`src/rtl/core/ovmv_pkg.sv`:
```
// ----------------------------------------------------------------------------
// ovmv_pkg
// Shared constants for the oversampled write latch with per-line majority
// vote: field widths, default parameters and tuser bit positions.
// ----------------------------------------------------------------------------
package ovmv_pkg;

  // Default parameter values.
  localparam int unsigned DATA_WIDTH_DEF    = 8;
  localparam int unsigned HISTORY_DEPTH_DEF = 32;

  // Fixed field widths.
  localparam int unsigned BYTE_W = 8;
  localparam int unsigned USER_W = 2;
  localparam int unsigned CNT_W  = 6;

  // Sample count saturation value and the reset value of min_samples.
  localparam logic [CNT_W-1:0] COUNT_MAX       = 6'd32;
  localparam logic [CNT_W-1:0] MIN_SAMPLES_RST = 6'd5;

  // Bit positions inside the slave-side tuser.
  localparam int unsigned USER_CLK_BIT = 0;
  localparam int unsigned USER_WR_BIT  = 1;

endpackage

```
`src/rtl/core/oversampled_write_majority_vote_top.sv`:
```
// Output: a beat with a strobe low that closes a write cycle puts its byte into
// the output register, or into the skid register while the output is stalled.
// Throughput: one beat per cycle; the slave side stalls only while both the
// output register and the skid register hold bytes.
// Reset: asynchronous, active low; histories and count clear, min_samples = 5.
// ----------------------------------------------------------------------------
// oversampled_write_majority_vote_top
// Oversampled bus write latch. Strobe-high beats shift each data line into
// its own sample history; a strobe-low beat closes the cycle and, when enough
// samples were seen, emits the per-line majority-voted byte.
// ----------------------------------------------------------------------------
module oversampled_write_majority_vote_top #(
  parameter int unsigned DATA_WIDTH    = ovmv_pkg::DATA_WIDTH_DEF,
  parameter int unsigned HISTORY_DEPTH = ovmv_pkg::HISTORY_DEPTH_DEF
) (
  input  logic                          clk_i,
  input  logic                          rst_ni,
  // Configuration write channel (min_samples).
  input  logic                          cfg_valid_i,
  output logic                          cfg_ready_o,
  input  logic [ovmv_pkg::CNT_W-1:0]    cfg_data_i,
  // Slave side: one sampling tick per beat.
  input  logic                          s_axis_tvalid,
  output logic                          s_axis_tready,
  input  logic [ovmv_pkg::BYTE_W-1:0]   s_axis_tdata,  // [7:0] data_levels
  input  logic [ovmv_pkg::USER_W-1:0]   s_axis_tuser,  // [0] clock_level, [1] write_level
  // Master side: voted bytes.
  output logic                          m_axis_tvalid,
  input  logic                          m_axis_tready,
  output logic [ovmv_pkg::BYTE_W-1:0]   m_axis_tdata   // [7:0] data_byte
);

  localparam int unsigned OnesW = $clog2(HISTORY_DEPTH + 1);
  localparam logic [ovmv_pkg::CNT_W-1:0] HistDepthC = ovmv_pkg::CNT_W'(HISTORY_DEPTH);

  logic                          s_accept;
  logic                          sample_tick;
  logic                          produce;
  logic                          m_pop;

  logic [ovmv_pkg::CNT_W-1:0]    min_samples_q;
  logic [ovmv_pkg::CNT_W-1:0]    count_q, count_d;
  logic [HISTORY_DEPTH-1:0]      hist_q [DATA_WIDTH];
  logic [HISTORY_DEPTH-1:0]      hist_d [DATA_WIDTH];
  logic [OnesW-1:0]              ones_q [DATA_WIDTH];
  logic [OnesW-1:0]              ones_d [DATA_WIDTH];

  logic [ovmv_pkg::CNT_W-1:0]    span;
  logic [ovmv_pkg::CNT_W-1:0]    limit;
  logic [ovmv_pkg::BYTE_W-1:0]   vote_byte;

  logic                          out_valid_q;
  logic [ovmv_pkg::BYTE_W-1:0]   out_data_q;
  logic                          skid_valid_q;
  logic [ovmv_pkg::BYTE_W-1:0]   skid_data_q;

  assign cfg_ready_o   = 1'b1;
  assign s_axis_tready = ~skid_valid_q;
  assign s_accept      = s_axis_tvalid & s_axis_tready;
  assign m_pop         = out_valid_q & m_axis_tready;
  assign sample_tick   = s_axis_tuser[ovmv_pkg::USER_CLK_BIT] &
                         s_axis_tuser[ovmv_pkg::USER_WR_BIT];

  // Configuration register.
  always_ff @(posedge clk_i or negedge rst_ni) begin
    if (!rst_ni) begin
      min_samples_q <= ovmv_pkg::MIN_SAMPLES_RST;
    end else if (cfg_valid_i) begin
      min_samples_q <= cfg_data_i;
    end
  end

  // Voting: a line is one when its ones count beats half the usable span.
  always_comb begin
    span      = (count_q > HistDepthC) ? HistDepthC : count_q;
    limit     = span >> 1;
    vote_byte = '0;
    for (int i = 0; i < DATA_WIDTH; i++) begin
      vote_byte[i] = (ovmv_pkg::CNT_W'(ones_q[i]) > limit);
    end
  end

  assign produce = s_accept & ~sample_tick & (count_q >= min_samples_q);

  // History, running ones counts and sample count. The ones count tracks
  // the bit shifted in and the bit that falls off the end of the history.
  always_comb begin
    count_d = count_q;
    for (int i = 0; i < DATA_WIDTH; i++) begin
      hist_d[i] = hist_q[i];
      ones_d[i] = ones_q[i];
    end
    if (s_accept) begin
      if (sample_tick) begin
        count_d = (count_q == ovmv_pkg::COUNT_MAX) ? count_q : count_q + 1'b1;
        for (int i = 0; i < DATA_WIDTH; i++) begin
          hist_d[i] = {hist_q[i][HISTORY_DEPTH-2:0], s_axis_tdata[i]};
          ones_d[i] = ones_q[i] + OnesW'(s_axis_tdata[i])
                      - OnesW'(hist_q[i][HISTORY_DEPTH-1]);
        end
      end else begin
        count_d = '0;
        for (int i = 0; i < DATA_WIDTH; i++) begin
          hist_d[i] = '0;
          ones_d[i] = '0;
        end
      end
    end
  end

  always_ff @(posedge clk_i or negedge rst_ni) begin
    if (!rst_ni) begin
      count_q <= '0;
      for (int i = 0; i < DATA_WIDTH; i++) begin
        hist_q[i] <= '0;
        ones_q[i] <= '0;
      end
    end else begin
      count_q <= count_d;
      for (int i = 0; i < DATA_WIDTH; i++) begin
        hist_q[i] <= hist_d[i];
        ones_q[i] <= ones_d[i];
      end
    end
  end

  // Output register with a skid stage behind it.
  always_ff @(posedge clk_i or negedge rst_ni) begin
    if (!rst_ni) begin
      out_valid_q  <= 1'b0;
      skid_valid_q <= 1'b0;
    end else if (skid_valid_q) begin
      if (m_pop) begin
        skid_valid_q <= 1'b0;
      end
    end else if (produce) begin
      if (!out_valid_q || m_pop) begin
        out_valid_q <= 1'b1;
      end else begin
        skid_valid_q <= 1'b1;
      end
    end else if (m_pop) begin
      out_valid_q <= 1'b0;
    end
  end

  always_ff @(posedge clk_i) begin
    if (skid_valid_q) begin
      if (m_pop) begin
        out_data_q <= skid_data_q;
      end
    end else if (produce) begin
      if (!out_valid_q || m_pop) begin
        out_data_q <= vote_byte;
      end else begin
        skid_data_q <= vote_byte;
      end
    end
  end

  assign m_axis_tvalid = out_valid_q;
  assign m_axis_tdata  = out_data_q;

endmodule

```
`config.mk`:
```
export PLATFORM = sky130hd
export DESIGN_NAME = oversampled_write_majority_vote_top
export DESIGN_NICKNAME = d
export VERILOG_FILES = /design/src/rtl/core/ovmv_pkg.sv /design/src/rtl/core/oversampled_write_majority_vote_top.sv
export SDC_FILE = /design/constraint.sdc
export NUM_CORES = 1
export LEC_CHECK = 0
export BUFFER_PORTS_ARGS = -buffer_cell sky130_fd_sc_hd__buf_4
export CAP_MARGIN = 20
export CORE_UTILIZATION = 45
export CTS_CLUSTER_SIZE = 40
export DETAILED_ROUTE_END_ITERATION = 8
export SLEW_MARGIN = 0
export SYNTH_ARGS = -nofsm -noshare
export SYNTH_HDL_FRONTEND = slang
export SYNTH_SLANG_ARGS = --single-unit
```
`constraint.sdc`:
```
create_clock -name clk_i -period 4 [get_ports clk_i]
set_input_delay 0 -clock clk_i [delete_from_list [all_inputs] [get_ports clk_i]]
set_output_delay 0 -clock clk_i [all_outputs]
set_load 0.02 [all_outputs]
```
# After elaboration in Yosys (flattened, before gate mapping)
# Index checks and enable logic that the tools add are counted.
# totals
inputBits	21
out_inout_bits	11
register_bits	334
word_cells	86
# op_classes
addsub	17
n_lt_le_gt_ge	10
reduce_logical	9
n_bitwise	8
eq_ne	4
muxes	16
# op_table
cell	n
$mux W256	1
$add A6 B1 Y6	8
$gt A6 B5 Y1	8
$mux W48	1
$sub A6 B1 Y6	8
$mux W8	4
$mux W6	3
$reduce_and A3 Y1	3
$mux W1	7
$add A6 B1 Y6 const B	1
$eq A6 B6 Y1 const B	1
$ge A6 B6 Y1	1
$gt A6 B6 Y1 const B	1
$reduce_bool A2 Y1	3
$and A1 B1 Y1	5
$ne A2 B2 Y1 const B	2
$not A1 Y1	3
$ne A2 B1 Y1 const B	1
$reduce_and A2 Y1	1
$logic_not A1 Y1	1
$logic_or A1 B1 Y1	1

# Logic depth before layout (Yosys ltp)
# Gate-level depths: netlist (run 1).
# logic_depth
word_depth	6
ltp_mapped	10
depth_no_buf	10

# Worst setup path before layout (run 1)
# Ideal clock, no wire load.
# synth_timing
path_kind	reg2reg
start	register count_q[3] (netlist name)
end	register out_data_q (netlist bit m_axis_tdata[3]) (data pin)
required_ps	3740
stages_incl_launch_ff	10
path_slack_ps	1419
period_less_slack_ps	2581
arrival_time_ps	2321
path_buffers	0
setup_time_ps	260
cell_sequence	dfrtp_1 > nor3_1 > nand3_1 > a21oi_1 > ha_1 > nor2b_1 > o21a_1 > a2111oi_0 > a31oi_1 > mux2_2
# synth_between
elab_chain_cells	6
# synth_rtl
element	line_no	text
start: declaration	oversampled_write_majority_vote_top.sv:42	logic [ovmv_pkg::CNT_W-1:0] count_q, count_d;
start signal: assignment	oversampled_write_majority_vote_top.sv:119	count_q <= count_d;
$gt A6 B6 Y1	oversampled_write_majority_vote_top.sv:75	span = (count_q > HistDepthC) ? HistDepthC : count_q;
$mux W6 (*)	oversampled_write_majority_vote_top.sv:75	
$gt A6 B5 Y1 (*)	oversampled_write_majority_vote_top.sv:79	vote_byte[i] = (ovmv_pkg::CNT_W'(ones_q[i]) > limit);
net vote_byte, one bit	oversampled_write_majority_vote_top.sv:50	logic [ovmv_pkg::BYTE_W-1:0] vote_byte;
$mux W8 (*)	oversampled_write_majority_vote_top.sv:153	if (!out_valid_q || m_pop) begin
$mux W8 (*)	oversampled_write_majority_vote_top.sv:152	end else if (produce) begin
$mux W8 (*)	oversampled_write_majority_vote_top.sv:148	if (skid_valid_q) begin
end signal: assignment	oversampled_write_majority_vote_top.sv:150	out_data_q <= skid_data_q;
end signal: assignment	oversampled_write_majority_vote_top.sv:154	out_data_q <= vote_byte;
end: declaration	oversampled_write_majority_vote_top.sv:53	logic [ovmv_pkg::BYTE_W-1:0] out_data_q;
# Mark *: on every way through the listed nets, which the timed path passes. The rest lies on a longest branch. The select of a mux whose other input is x is not followed.
# A chain may end at the register's enable or synchronous reset.

# Worst setup path after layout (run 1)
# layout_timing
start	register count_q[5] (netlist name)
end	register out_data_q (netlist bit m_axis_tdata[2]) (data pin)
# The elaborated chain is that of the path after synthesis.

==> results of run 1 <==
==> report_power, final <==
part / leakage [nW] / internal, mW / switching [mW]
sequential: 4.56 / 3.47 / 0.0421
combinational: 2.77 / 0.310 / 0.392
clock: 0.652 / 2.27 / 1.32
total: 7.99 / 6.06 / 1.76
==> layer usage <==
layer	vias to the layer above	track usage [%]	routed length [um]
met4	0	4.07	421
li1	4384	-	-
met3	39	2.73	833
met2	119	25.2	11800
met1	4611	26.0	13900
met5	-	0	0
==> cell usage in the layout (no fill, tap or decap), types with 9 or more instances in the layout <==
cell type      netlist  routed
o21ai_1             41      41
inv_1               70      70
and2_1               9       9
nand2_1             57      57
mux2_2               9       9
clkbuf_8             0       9
dfrtp_1            316     316
buf_4                1      37
edfxtp_1            16      16
clkbuf_16            0      39
xor2_1              16      16
xnor2_1             16      16
ha_1                96      96
a21o_1              24      24
a21oi_1             28      28
dlygate4sd3_1        0      28
nor2b_1             10       9
nand3_1             14      14
and3_1              17      17
a22o_1             256     256
==> registers in the layout, summed over array words and instances (netlist names) <==
name and flops:
hist_q 256, ones_q 48, m_axis_tdata 8, skid_data_q 8
count_q 6, min_samples_q 6, m_axis_tvalid 1, skid_valid_q 1
==> worst paths after layout <==
kind / start / end / slack (ns) / cells after the start
max: count_q[5] / m_axis_tdata[2] / 0.98 / 8
min: s_axis_tuser[1] / count_q[4] / 0.04 / 4
max reg2reg: count_q[5] / m_axis_tdata[2] / 0.98 / 8
min reg2reg: hist_q[82] / hist_q[83] / 0.49 / 1
max in group asynchronous: rst_ni / hist_q[28] / 2.84 / 3
min in group asynchronous: rst_ni / hist_q[103] / 0.10 / 2
==> cell type report <==
class | instances | area (um^2)
fill | 2651 | 14800
clock inverter | 12 | 189
clock buffer | 55 | 1130
timing repair buffer | 74 | 733
tap | 435 | 544
multi-input combinational | 681 | 5690
sequential | 334 | 8440
inverter | 71 | 267
==> critical path, cell delays in order, from the launching register on <==
cell	delay, ns
dfrtp_1	0.43
inv_1	0.40
nand2_1	0.40
ha_1	0.41
and4b_1	0.21
o21a_1	0.11
a2111oi_1	0.39
a31oi_1	0.12
mux2_2	0.29
==> cells by family after synthesis <==
logic type | count (synthesis)
XOR/XNOR | 32
multiplexers | 13
AND/OR/NAND/NOR | 125
flip-flops | 334
other | 1
adder cells (fa/ha/maj) | 104
AO/OA/AOI/OAI | 406
buffers and inverters | 143
==> what timing repair did <==
action                                  CTS  global route
hold buffers                             28             0
endpoints found under the hold margin   133             0
endpoints found under the setup margin    0             0
==> per-stage QoR <==
stage / hold slack [ns] / cell area [um^2] / instances
floorplan: -0.296 / 14700 / 1158
detailed placement: 0.0961 / 15400 / 1567
CTS: 0.0172 / 17000 / 1662
finish: 0.0380 / 17000 / 1662
global placement: 0.0903 / 15400 / 1567
global route: 0.0359 / 17000 / 1662
==> metrics.txt, run 1 <==
Compound-Gate Fraction of Synth Area=22.0%; Crit Path Max Fanout=12; min Tclk post-route=about 3.0 ns; synth top area cells=dfrtp_1 54%, a22o_1 15%, ha_1 8.2%, edfxtp_1 3.3%, inv_1 1.8%; vias in the first global route=9145; Ys Warns=0; synthesized instance count=1158; clk_lat worst skew=0.51 ns; Critical Path RT=4.25 ns; Area Overhead vs Synth=15.8%; CP Data Arrival Time=around 3.3 ns; Final Power=roughly 8 mW; Synth cell types=43; clock buffer depth=3; worst clock skew=0.0134 ns; Antenna Cells=0; vias per cell=5.51; CTS tree=built; measured slew at the worst slew-check pin=0.871 ns; Port Buf Inserts=30; pwr/cell area=460 nW/um^2; setup ws final=0.981 ns; Worst VDD drop=0.283 mV; Post-synth ARST share=a little over nine tenths; largest net degree at the start of global routing=164; number of synthesized flops with an enable pin=16; Netlist Area Pre-Place=14700 um^2; Final HPWL DP=15600 um; first drt pass iteration count=4; xor/xnor cell area share of the yosys netlist=1.91%; Sink Count=334; CTS buffer count=38; Synth Area in Adders=9.28%; Post-synth top cells=316 x dfrtp_1, 256 x a22o_1, 96 x ha_1; core area=roughly 32000 um^2; 1st-iter DRT viols=between 500 and 600; simple-gate share of the synthesized area=4.36%; global-route wire length before repair=~47000 um; Top FF cell, synth=dfrtp_1; Std-Cell Rows=65; syn avg cell area=~13 um^2; status=finished, final reports clean; drt drc=0; Mapped Nets=1283; largest family of logic cells by synthesized area=compound AO/OA/AOI/OAI gates; Max Cap Viol=0; Final setup viols=0; Final Util=53.4%; Fmax=around 330 MHz; most common cell in the netlist=dfrtp_1; multiplexer area fraction after synthesis=0.963%; die height=183 um; setup_tns=0 ns; Post-Place Worst Slack=roughly 0.97 ns; fin. max-slew vios=0; Resized cells post-CTS=0; Die W=~180 um; post-synth top area cell=dfrtp_1; H-tree levels=2; slew margin rel.=41.9%; period utilization=75.5%; routed wire length=27000 um; share of post-route cells with drive strength above 1=10.5%; initial antenna violation count=0; crit path capture type=flop; clock root buffer=clkbuf_16; GP Congestion=0.785; initial core utilization=46.2%; IO Count=32; post-synthesis sequential area ratio=57.5%; Die ar.=33300 um^2; detailed-route via count=9153; setup repair bufs after CTS=0; Total GRT Usage=between 15 and 20%; #FFs+latches synth=approximately 330; Hold Fails Final Rpt=0; hold crit path type=input pin to flop; Final nets=1325; post-synth top area share=53.9%; WS Path Type=flop to flop; GRT overflow=0; Worst setup SP type=flop; RSZ-0062 raised after global routing=no; Antenna Nets Post-Route=0; Avg WL per Cell=16.2 um; Clk pin slew, worst setup/hold paths=~0.060 ns; LEAKAGE=7.99 nW
(Power assumes the default switching activity.)
==> run 2: changes to the inputs <==
==> constraint.sdc (replaced) <==
create_clock -name clk_i -period 2.6 [get_ports clk_i]
set_input_delay 0 -clock clk_i [delete_from_list [all_inputs] [get_ports clk_i]]
set_output_delay 0 -clock clk_i [all_outputs]
set_load 0.02 [all_outputs]
==> run 2 against run 1 <==
Power grew 54%. Clock-buffer cell count is 3 lower. First-iteration DRC count is 17% higher. Maximum frequency rose by 20%. Register-to-register slack got worse by 0.90 ns.
==> metrics.txt, run 2 (synthesis gave the netlist of run 1 again) <==
Std-Cell Rows=65 (unchanged); vias in the first global route=9442 (+3.2%); hold depth=4 (unchanged); critical path depth=8 (unchanged); Final setup viols=0 (unchanged); CTS tree=built; Die W=183 um (unchanged); Antenna Cells=0 (unchanged); hold crit path type=input pin to flop; CP max stage delay=0.45 ns (+0.02 ns); WS Path Type=flop to flop; initial core utilization=46.2% (unchanged); cell family with most CP delay=compound AO/OA/AOI/OAI gates; Die ar.=33300 um^2 (unchanged); Area Overhead vs Synth=17.3%; clk_lat worst skew=0.51 ns (about the same); Port Buf Inserts=30 (unchanged); Fmax=396 MHz (+20%); Avg WL per Cell=16.7 um (+2.8%); first drt pass iteration count=4 (unchanged); clock root buffer=clkbuf_16; met3 Resource Use GR=2.83% (+0.10 points); drt drc=0 (unchanged); worst path bufs/invs=1 (unchanged); Antenna Nets Post-Route=0 (unchanged); status=finished, final reports clean; period utilization=97.1% (+22 points); Post-Place Worst Slack=-0.0475 ns (-1.02 ns); most frequent cells in the layout=313 x dfrtp_1, 256 x a22o_1, 96 x ha_1; fill cell count=2664 (+0.49%); Worst VDD drop=0.356 mV (+26%); share of post-route cells with drive strength above 1=12.9% (+2.3 points); Final HPWL DP=15900 um (+1.6%); initial antenna violation count=0 (unchanged); met1 Usage GRT=25.3% (-0.70 points); 1st-iter DRT viols=692 (+17%); CTS buffer count=37 (-2.6%); met2 GRT Util=27.1% (+1.9 points); Final nets=1340 (+1.1%); FF-to-FF path depth=8 (unchanged); layer carrying the most global-route usage=met2; core area=31800 um^2 (unchanged); GP Congestion=0.741 (-5.6%); global-route wire length before repair=48000 um (+2.3%); Critical Path RT=2.85 ns (-1.40 ns); routed wire length=28000 um (+3.9%); fin. max-slew vios=0 (unchanged); Max Cap Viol=0 (unchanged); detailed-route via count=9322 (+1.8%); Hold Fails Final Rpt=0 (unchanged); GRT overflow=0 (unchanged); Largest Register=hist_q; Total GRT Usage=17.4% (+0.40 points); die height=183 um (unchanged); clock buffer depth=3 (unchanged); pwr/cell area=699 nW/um^2 (+52%); measured slew at the worst slew-check pin=0.927 ns (+0.0558 ns); crit path cell chain=inv_1 -> nand2_2 -> ha_1 -> and4b_1 -> o21a_1 -> a2111oi_4 -> a31oi_1 -> mux2_2; crit path capture type=flop; most common cell after layout, fill and taps aside=dfrtp_1; max FFs per register=256 (unchanged); H-tree levels=2 (unchanged); Sink Count=334 (unchanged); slew margin rel.=38.2% (-3.7 points); CP Data Arrival Time=2.78 ns (-0.49 ns); min Tclk post-route=2.52 ns (-0.496 ns); setup_tns=0 ns (unchanged); Worst setup SP type=flop; Crit-path slowest cell=dfrtp_1; Clk pin slew, worst setup/hold paths=0.06 ns (about the same); worst clock skew=0.00833 ns (-0.00510 ns); setup ws final=0.0761 ns (-0.904 ns); largest net degree at the start of global routing=174 (+6.1%); vias per cell=5.55 (+0.82%); IO Count=32 (unchanged); Largest regs=hist_q x256, ones_q x48; LEAKAGE=8.08 nW (+1.1%); Crit Path Max Fanout=8 (-4)
## run 2: per-stage QoR
stage                     hold WS [ns]  instance area (um^2)  power (mW)  instances  util (%)
after CTS                       0.0478                 17100        12.1       1670      53.6
after detailed placement        0.0946                 15400        6.56       1571      48.5
final                           0.0495                 17200        12.0       1679      54.1
after global routing            0.0668                 17200        12.5       1679      54.1
after floorplan                 -0.296                 14700        6.23       1158         -
after global placement          0.0935                 15400        6.53       1571      48.5
## run 2: worst reg2reg max path, cell delays in order, from the launching register on
cell       delay (ns)
dfrtp_1          0.45
inv_1            0.18
nand2_2          0.21
ha_1             0.34
and4b_1          0.23
o21a_1           0.13
a2111oi_4        0.35
a31oi_1          0.11
mux2_2           0.27
## run 2: metal layers
layer	wire, um	share of wire [%]
met5	0	0
met1	13800	49
met3	1030	3.7
met4	501	1.8
met2	12700	45
## run 2: repair_timing
action                                 in CTS  in global routing
setup endpoints to repair                   3                  8
gates resized for setup                     5                 19
setup buffers                               0                  9
endpoints found under the hold margin     122                  0
hold buffers                               31                  0
## run 2: final timing paths
| check | start | end | slack (ns) |
|---|---|---|---|
| setup / recovery | count_q[5] | m_axis_tdata[1] | 0.08 |
| hold / removal | s_axis_tuser[0] | count_q[4] | 0.05 |
| setup reg to reg | count_q[5] | m_axis_tdata[1] | 0.08 |
| hold reg to reg | hist_q[82] | hist_q[83] | 0.48 |
| max in group asynchronous | rst_ni | hist_q[20] | 1.69 |
| min in group asynchronous | rst_ni | hist_q[122] | 0.12 |
## run 2: layout make-up
cell class / instances / area, um^2 / share of cell area (%)
Sequential cell: 334 / 8440 / 49.1
Multi-Input combinational cell: 681 / 5780 / 33.6
Inverter: 71 / 267 / 1.55
Tap cell: 435 / 544 / 3.16
Clock buffer: 52 / 1100 / 6.42
Clock inverter: 16 / 190 / 1.10
Timing Repair Buffer: 90 / 877 / 5.10
## run 2: power breakdown
part	internal, mW	switching (mW)	total [mW]
Combinational	0.536	0.646	1.18
Clock	3.37	2.07	5.44
Sequential	5.34	0.0692	5.41
Total	9.25	2.78	12.0
==> run 3: changes to the inputs <==
--- a/config.mk
+++ b/config.mk
@@ -8,6 +8,7 @@
 export BUFFER_PORTS_ARGS = -buffer_cell sky130_fd_sc_hd__buf_4
 export CAP_MARGIN = 20
 export CORE_UTILIZATION = 45
+export CTS_BUF_LIST = sky130_fd_sc_hd__clkbuf_16
 export CTS_CLUSTER_SIZE = 40
 export DETAILED_ROUTE_END_ITERATION = 8
 export SLEW_MARGIN = 0
==> run 3 against run 2 <==
Clock power fell by 5.0%. Global-route usage fell by 0.062 points. Clock-buffer cell count fell by 13. Power fell by 2.2%. Register-to-register slack barely moved. Sequential share of layout area rose by 0.23 points. Final cell count did not move. Critical endpoint unchanged. Highest routed layer unchanged.
==> metrics.txt, run 3 (synthesis gave the netlist of run 1 again) <==
slew margin rel.=38.4% (+0.21 points); 1st-iter DRT viols=692 (unchanged); Port Buf Inserts=30 (unchanged); most frequent cells in the layout=313 x dfrtp_1, 256 x a22o_1, 96 x ha_1; clk_lat worst skew=0.51 ns (about the same); crit path capture type=flop; fin. max-slew vios=0 (unchanged); period utilization=96.6% (-0.45 points); Sink Count=334 (unchanged); Die ar.=33300 um^2 (unchanged); Min Hold Slack=0.0521 ns (+0.00260 ns); critical path depth=8 (unchanged); most common cell after layout, fill and taps aside=dfrtp_1; Crit Path Max Fanout=8 (unchanged); min Tclk post-route=2.51 ns (-0.0117 ns); worst path bufs/invs=1 (unchanged); pwr/cell area=687 nW/um^2 (-1.8%); Final Power=11.8 mW (-2.2%); die height=183 um (unchanged); Antenna Cells=0 (unchanged); Largest regs=hist_q x256, ones_q x48; Final nets=1340 (unchanged); Max Cap Viol=0 (unchanged); Final setup viols=0 (unchanged); detailed-route via count=9311 (-0.12%); Hold Fails Final Rpt=0 (unchanged); largest net degree at the start of global routing=174 (unchanged); hold crit path type=input pin to flop; H-tree levels=2 (unchanged); share of post-route cells with drive strength above 1=12.2% (-0.64 points); max FFs per register=256 (unchanged); Largest Register=hist_q; CTS tree=built; FF-to-FF path depth=8 (unchanged); Worst setup SP type=flop; worst r2r dst=m_axis_tdata[1]; Crit-path slowest cell=dfrtp_1; initial antenna violation count=0 (unchanged); clock root buffer=clkbuf_16; initial core utilization=46.2% (unchanged); WS Path Type=flop to flop; status=finished, final reports clean; Die W=183 um (unchanged); Total GRT Usage=17.3% (-0.062 points); vias per cell=5.55 (-0.12%); GP Congestion=0.741 (unchanged); measured slew at the worst slew-check pin=0.924 ns (-0.00311 ns); CTS buffer count=37 (unchanged); Post-Place Worst Slack=-0.0475 ns (unchanged); Final HPWL DP=15900 um (unchanged); crit path cell chain=inv_1 -> nand2_2 -> ha_1 -> and4b_1 -> o21a_1 -> a2111oi_4 -> a31oi_1 -> mux2_2; clock buffer depth=3 (unchanged); GRT overflow=0 (unchanged); setup ws final=0.0879 ns (+0.0117 ns); Area Overhead vs Synth=16.7%; Std-Cell Rows=65 (unchanged); dpl cells=1571 (unchanged); Avg WL per Cell=16.7 um (-0.24%); Antenna Nets Post-Route=0 (unchanged); routed wire length=28000 um (-0.24%); Critical Path RT=2.86 ns (about the same); LEAKAGE=8.05 nW (-0.30%); vias in the first global route=9431 (-0.12%); Clk pin slew, worst setup/hold paths=0.06 ns (about the same); Fmax=398 MHz (+0.47%); CP Data Arrival Time=2.77 ns (about the same); Final Non-Filler Cells=1679 (unchanged); FF-to-FF Start=count_q[5]; drt drc=0 (unchanged); Worst VDD drop=0.356 mV (about the same); IO Count=32 (unchanged); r2r setup slk=0.09 ns (about the same); global-route wire length before repair=47800 um (-0.32%); CP max stage delay=0.45 ns (about the same); cell family with most CP delay=compound AO/OA/AOI/OAI gates; first drt pass iteration count=5 (+1); Final Util=53.9% (-0.25 points); crit path launch=count_q[5]; core area=31800 um^2 (unchanged); worst clock skew=0.00715 ns (-0.00118 ns); Setup crit end=m_axis_tdata[1]
## run 3: changes by cell type in the layout (fill, tap and decap cells not counted)
cell	before	now
clkbuf_8	8	0
clkinv_1	0	8
clkbuf_1	5	0
inv_1	70	75
## run 3: where the power goes
group	internal, mW	switching, mW
combinational	0.536	0.645
sequential	5.34	0.0697
clock	3.11	2.06
total	8.99	2.77
## run 3: worst register-to-register path: cells and delay by family (launching register included)
kind	cells	cell delay (ns)
buffers and inverters	1	0.17
AND/OR/NAND/NOR	2	0.44
multiplexers	1	0.27
adder cells (fa/ha/maj)	1	0.34
AO/OA/AOI/OAI	3	0.59
flip-flops	1	0.45
## run 3: layer usage
layer | part of all wire [%] | track usage, % | vias up | wire length [um]
li1 | - | - | 4409 | -
met1 | 49 | 25.3 | 4716 | 13800
met2 | 45 | 27.0 | 142 | 12700
met3 | 3.4 | 2.83 | 44 | 963
met4 | 1.8 | 4.47 | 0 | 504
met5 | 0 | 0 | - | 0
## run 3: timing repair
action | in CTS | in global routing
gates resized for setup | 5 | 19
hold buffers | 31 | 0
hold endpoints to repair | 122 | 0
endpoints found under the setup margin | 3 | 8
buffers inserted | 0 | 9
## run 3: area by class of cell
type	instances	area, um^2
well taps	435	544
multi-input cells	681	5780
inverters	71	267
clock inverters	29	239
repair buffers	90	877
flip-flops and latches	334	8440
clock buffers	39	976
fillers	2672	14700
## run 3: worst min path at each step
stage | end | startpoint | depth (start not counted)
after floorplan | count_q[0] | rst_ni | 0
after global placement | hist_q[122] | rst_ni | 1
after detailed placement | hist_q[122] | rst_ni | 1
after CTS | count_q[4] | s_axis_tuser[0] | 4
after global routing | ones_q[41] | s_axis_tuser[0] | 4
final | count_q[4] | s_axis_tuser[0] | 4
## run 3: through the flow
stage / area [um^2] / TNS, ns
6_report: 17100 / 0
5_1_grt: 17100 / -0.0989
4_1_cts: 17000 / 0
2_1_floorplan: 14700 / 0
3_3_place_gp: 15400 / 0
3_5_place_dp: 15400 / -0.108
